--- config.mk ---
export PLATFORM = sky130hd
export DESIGN_NAME = rmxt_ctrl
export DESIGN_NICKNAME = d
export VERILOG_FILES = /design/src/hdl/rmxt_pkg.sv /design/src/hdl/rmxt_ctrl.sv
export SDC_FILE = /design/constraint.sdc
export NUM_CORES = 1
export LEC_CHECK = 0
export BUFFER_PORTS_ARGS = -buffer_cell sky130_fd_sc_hd__buf_2
export CAP_MARGIN = 20
export CORE_AREA = 2 2 39 41
export CTS_BUF_LIST = sky130_fd_sc_hd__clkbuf_2 sky130_fd_sc_hd__clkbuf_4 sky130_fd_sc_hd__clkbuf_8
export DETAILED_ROUTE_END_ITERATION = 8
export DIE_AREA = 0 0 41 43
export PLACE_DENSITY = 0.57
export SLEW_MARGIN = 40
export SYNTH_ARGS = -nofsm -noshare
export SYNTH_HDL_FRONTEND = slang
export SYNTH_SLANG_ARGS = --single-unit
--- constraint.sdc ---
create_clock -name clk -period 1.2 [get_ports clk]
set_clock_uncertainty 0.1 [all_clocks]
set_input_delay 0.06 -clock clk [delete_from_list [all_inputs] [get_ports clk]]
set_output_delay 0.06 -clock clk [all_outputs]
set_load 0.01 [all_outputs]
--- src/hdl/rmxt_pkg.sv ---
package rmxt_pkg;

  localparam int MAX_ELEMENTS = 1024;
  localparam int KEY_BITS     = 24;
  localparam int NODE_POOL    = 32768;

  localparam int POS_W  = 11;
  localparam int NODE_W = 15;
  localparam int LVL_W  = 5;
  localparam int POOL_W = 16;

  // result status codes
  localparam logic [1:0] ST_OK    = 2'd0;
  localparam logic [1:0] ST_RANGE = 2'd1;
  localparam logic [1:0] ST_FULL  = 2'd2;

  // item kinds
  localparam logic ACT_APPEND = 1'b0;
  localparam logic ACT_QUERY  = 1'b1;

  // datapath operations
  localparam logic [3:0] OP_IDLE     = 4'd0;
  localparam logic [3:0] OP_INIT     = 4'd1;
  localparam logic [3:0] OP_ACCEPT   = 4'd2;
  localparam logic [3:0] OP_CHECK    = 4'd3;
  localparam logic [3:0] OP_AP_START = 4'd4;
  localparam logic [3:0] OP_AP_LVL   = 4'd5;
  localparam logic [3:0] OP_AP_LEAF  = 4'd6;
  localparam logic [3:0] OP_Q_ROOT   = 4'd7;
  localparam logic [3:0] OP_Q_KIDS   = 4'd8;
  localparam logic [3:0] OP_Q_OPP    = 4'd9;
  localparam logic [3:0] OP_Q_LEAF   = 4'd10;
  localparam logic [3:0] OP_Q_PFX    = 4'd11;
  localparam logic [3:0] OP_RES_LOAD = 4'd12;

  typedef struct packed {
    logic [3:0] op;
  } ctl_cmd_t;

  typedef struct packed {
    logic init_last;
    logic lvl_zero;
    logic bad;
    logic is_query;
    logic out_busy;
  } ctl_sts_t;

  // one trie node as stored
  typedef struct packed {
    logic [POS_W-1:0]  newest;
    logic [NODE_W-1:0] c1;
    logic [NODE_W-1:0] c0;
  } node_t;

endpackage

--- src/hdl/rmxt_ctrl.sv ---
module rmxt_ctrl
  import rmxt_pkg::*;
(
  input  logic     clk,
  input  logic     rst_n,
  input  logic     in_tvalid,
  output logic     in_tready,
  input  ctl_sts_t sts,
  output ctl_cmd_t cmd
);

  localparam logic [3:0] S_INIT     = 4'd0;
  localparam logic [3:0] S_IDLE     = 4'd1;
  localparam logic [3:0] S_CHECK    = 4'd2;
  localparam logic [3:0] S_AP_START = 4'd3;
  localparam logic [3:0] S_AP_LVL   = 4'd4;
  localparam logic [3:0] S_AP_LEAF  = 4'd5;
  localparam logic [3:0] S_Q_ROOT   = 4'd6;
  localparam logic [3:0] S_Q_KIDS   = 4'd7;
  localparam logic [3:0] S_Q_OPP    = 4'd8;
  localparam logic [3:0] S_Q_LEAF   = 4'd9;
  localparam logic [3:0] S_Q_PFX    = 4'd10;
  localparam logic [3:0] S_DONE     = 4'd11;

  logic [3:0] state_r, state_nxt;

  assign in_tready = (state_r == S_IDLE);

  // next state and command
  always_comb begin
    state_nxt = state_r;
    cmd.op    = OP_IDLE;
    unique case (state_r)
      S_INIT: begin
        cmd.op = OP_INIT;
        if (sts.init_last) state_nxt = S_IDLE;
      end
      S_IDLE: begin
        if (in_tvalid) begin
          cmd.op    = OP_ACCEPT;
          state_nxt = S_CHECK;
        end
      end
      S_CHECK: begin
        cmd.op = OP_CHECK;
        if (sts.bad) state_nxt = S_DONE;
        else if (sts.is_query) state_nxt = S_Q_ROOT;
        else state_nxt = S_AP_START;
      end
      S_AP_START: begin
        cmd.op    = OP_AP_START;
        state_nxt = S_AP_LVL;
      end
      S_AP_LVL: begin
        cmd.op = OP_AP_LVL;
        if (sts.lvl_zero) state_nxt = S_AP_LEAF;
      end
      S_AP_LEAF: begin
        cmd.op    = OP_AP_LEAF;
        state_nxt = S_DONE;
      end
      S_Q_ROOT: begin
        cmd.op    = OP_Q_ROOT;
        state_nxt = S_Q_KIDS;
      end
      S_Q_KIDS: begin
        cmd.op    = OP_Q_KIDS;
        state_nxt = S_Q_OPP;
      end
      S_Q_OPP: begin
        cmd.op    = OP_Q_OPP;
        state_nxt = sts.lvl_zero ? S_Q_LEAF : S_Q_KIDS;
      end
      S_Q_LEAF: begin
        cmd.op    = OP_Q_LEAF;
        state_nxt = S_Q_PFX;
      end
      S_Q_PFX: begin
        cmd.op    = OP_Q_PFX;
        state_nxt = S_DONE;
      end
      S_DONE: begin
        if (!sts.out_busy) begin
          cmd.op    = OP_RES_LOAD;
          state_nxt = S_IDLE;
        end
      end
      default: state_nxt = S_INIT;
    endcase
  end

  // state register
  always_ff @(posedge clk) begin
    if (!rst_n) state_r <= S_INIT;
    else        state_r <= state_nxt;
  end

endmodule

==> results list <==
- Across the whole layout, storage elements account for 95.1 um^2.
* Violations in the final reports: negative setup slack
- Violation count after the first detailed-routing iteration: 9
- Period utilisation layout: 1.11
- Final setup violating endpoints: 7
- Unrepaired setup endpoints after global routing: true
* Area added between synthesis and finish: 89.3%
- Highest net fanout along the worst path: 6
- Detailed-route vias per instance: 5.61
* Latest clock arrival within the worst-skew pair: 0.24 ns
- Antenna Nets Post-Route: 0
- The number of global-route vias before repair was 536.
- Total via count after detailed routing: 572
- The number of nets handed over by synthesis was 62.
- The share of the Yosys chip area taken by registers is 0.196.
- Yosys mapped a number of flops with a built-in enable equal to 0.
- Of the total power, combinational logic draws 0.663.
- The critical path in this run is classified as reg2reg.
- STA puts the critical path data arrival time at 1.35 ns.
* Total net switching power: 0.581 mW
- Clock group share of total power: 0.120
* Met2 routed wirelength: 753 um
- The final layout contains 96 nets.
- Number of rows in the core area: 14
* Slew at the pin closest to its max-slew limit: 0.274 ns
- Antenna Diode Count: 0
- Switching share of power: 0.417
- Number of buffers created by CTS: 3
- At the end of routability-driven placement, the weighted congestion stood at 0.779.
- Across the VDD grid, the largest voltage drop is 1.00 mV.
* Hold Fails Final Rpt: 0
- The multi-input combinational cells in the finished layout cover a total of 367 um^2.
- Maximum number of pins on one net before global-route repair: 10
- Floorplan die width: 41 um
- In this run the cell area measured after placement is 538 um^2.
- Y dimension of the die: 43 um
- Commonest cells after routing, fill and taps aside: buf_4, buf_2, buf_6
- The min-delay analysis places its worst path in the category in2reg.
* Detailed Routing Iterations Pass 1: 4
* Power density over cell area: 1800 nW/um^2
- Wire segments on met3 add up to 67 um in the final route.
- Registers with the most flip-flops: state_r x4
- Counting every sink on the clock net gives 4.
- The register with the most flip-flops in the layout has 4 of them.
- CTS built an H-tree with a depth of 1.
- Root buffer cell: clkbuf_4
* Most common flop cell mapped by yosys: dfxtp_1
- The final layout contains routed wiring with a total length of 1480 um.
* Reported leakage power: 0.346 nW
- Number of antenna violations at the first check in global routing: 0
- TritonCTS built the clock tree.
* Leading cell type in the layout, fill and taps excluded: buf_4
- Internal power comes to 0.811 mW.
- Summing every instance area after synthesis gives 408 um^2.
- Tightest hold margin: 0.256 ns
* Register bit total from synthesis: 4
* Starting Density: 0.295
- Measured on the finished design, the core utilization comes to 0.558.
- Overflow left after global routing: 0
- The share of total power dissipated in sequential elements is 0.216.
- Counting the fill cells in the layout gives 116.
- Clk buf depth: 2
- In this run the register-to-register setup slack is -0.13 ns.
- Layout Cell Area excl Fill: 772 um^2
- DIE AREA: 1760 um^2
- 13 I/O pins were placed.
* Fraction of final layout cells sized beyond drive strength 1: 0.686
- The number of max-slew violations in the final report is 0.
- Averaged over all synthesized cells, the footprint is 7.55 um^2.
* Highest metal layer with signal wires: met4
- The region available for standard cell placement spans 1380 um^2.
- Max cap viols: 0
- More flip-flops sit in one register than any other, and that register is state_r.
- The HPWL after detailed placement is 813 um.
- Measured against its own limit, the worst slew margin works out to 0.817.
* Timing-limited maximum frequency: 751 MHz
- The worst setup path is launched from a flop.
- Dividing the detail-routed wire length by the instance count gives 14.5 um.
- Final worst path period need: 1.33 ns
- First-pass GRT wire length: 2170 um
- After detailed routing, the wire length on met1 is 638 um.
* Cells after Synth: 54
- Data required time at the worst endpoint: 1.22 ns
- Status: complete, but fails checks
- Asr flop ratio synth: 0
* Count of unresolved DRC violations after routing: 0
* Setup slack of the critical path after layout: -0.132 ns
* Critical Path End Type: flop
- Total track usage: 0.177
- Input and output buffers added on the ports amount to 12.
* Distinct cells, synth: 26
- Clock slew at the register clock pins of the worst setup and hold paths: 0.04 ns
- Yosys printed 0 warnings.
==> timing repair <==
item,in CTS,in global routing
buffers inserted,9,2
hold endpoints to repair,1,0
gates cloned,0,0
setup endpoints to repair,9,9
pin swaps,10,10
resized for setup,24,18
hold buffers,1,0
==> cells by family (layout without fill, tap and decap cells) <==
group | Yosys count | count (layout) | synth area share
flip-flops | 4 | 4 | 0.196
AO/OA/AOI/OAI | 22 | 22 | 0.411
buffers and inverters | 7 | 39 | 0.104
AND/OR/NAND/NOR | 21 | 21 | 0.288
==> path summary, 6_finish.rpt <==
check	start	end	depth (start not counted)
max	state_r[3]	state_r[1]	4
max reg2reg	state_r[3]	state_r[1]	4
min reg2reg	state_r[0]	state_r[3]	2
min	sts[2]	state_r[2]	5
==> worst max-delay path, cell delays in order, from the launching register on <==
cell	delay [ns]
dfxtp_4	0.36
buf_6	0.12
o41ai_4	0.28
a221oi_2	0.10
a41o_1	0.24
==> cell usage after synthesis (all sizes together) (3+ instances only) <==
master,count,share of area
dfxtp,4,0.20
nand3,4,0.061
a221oi,3,0.080
a21oi,3,0.037
nor3,3,0.037
nor2b,3,0.046
nand2,4,0.037
o21ai,6,0.074
buf,5,0.086
==> through the flow <==
stage / std cells / TNS (ns) / power (mW) / setup slack, ns
2_1_floorplan: 54 / 0 / 0.663 / 0.00305
3_3_place_gp: 88 / -0.799 / 0.853 / -0.187
3_5_place_dp: 88 / -1.05 / 0.856 / -0.241
4_1_cts: 101 / -0.826 / 1.24 / -0.136
5_1_grt: 102 / -1.25 / 1.48 / -0.195
6_report: 102 / -0.778 / 1.39 / -0.132
==> layout make-up <==
| cell class | instances | area share |
|---|---|---|
| clock buffer | 3 | 0.0292 |
| inverter | 2 | 0.0130 |
| multi-input combinational | 43 | 0.475 |
| sequential | 4 | 0.123 |
| tap | 16 | 0.0259 |
| timing repair buffer | 34 | 0.334 |
==> layer usage <==
layer,vias to the layer above,track usage
met5,-,0
met2,18,0.288
met1,273,0.206
met3,2,0.0838
met4,0,0.0267
li1,279,-
==> power by group through the flow <==
stage	Sequential (mW)	Combinational, mW	Clock (mW)
detailed placement	0.290	0.566	0
floorplan	0.218	0.445	0
global route	0.306	0.999	0.177
global placement	0.291	0.562	0
finish	0.301	0.923	0.167
CTS	0.286	0.786	0.172
No activity file was read; power rests on OpenSTA's default activity.
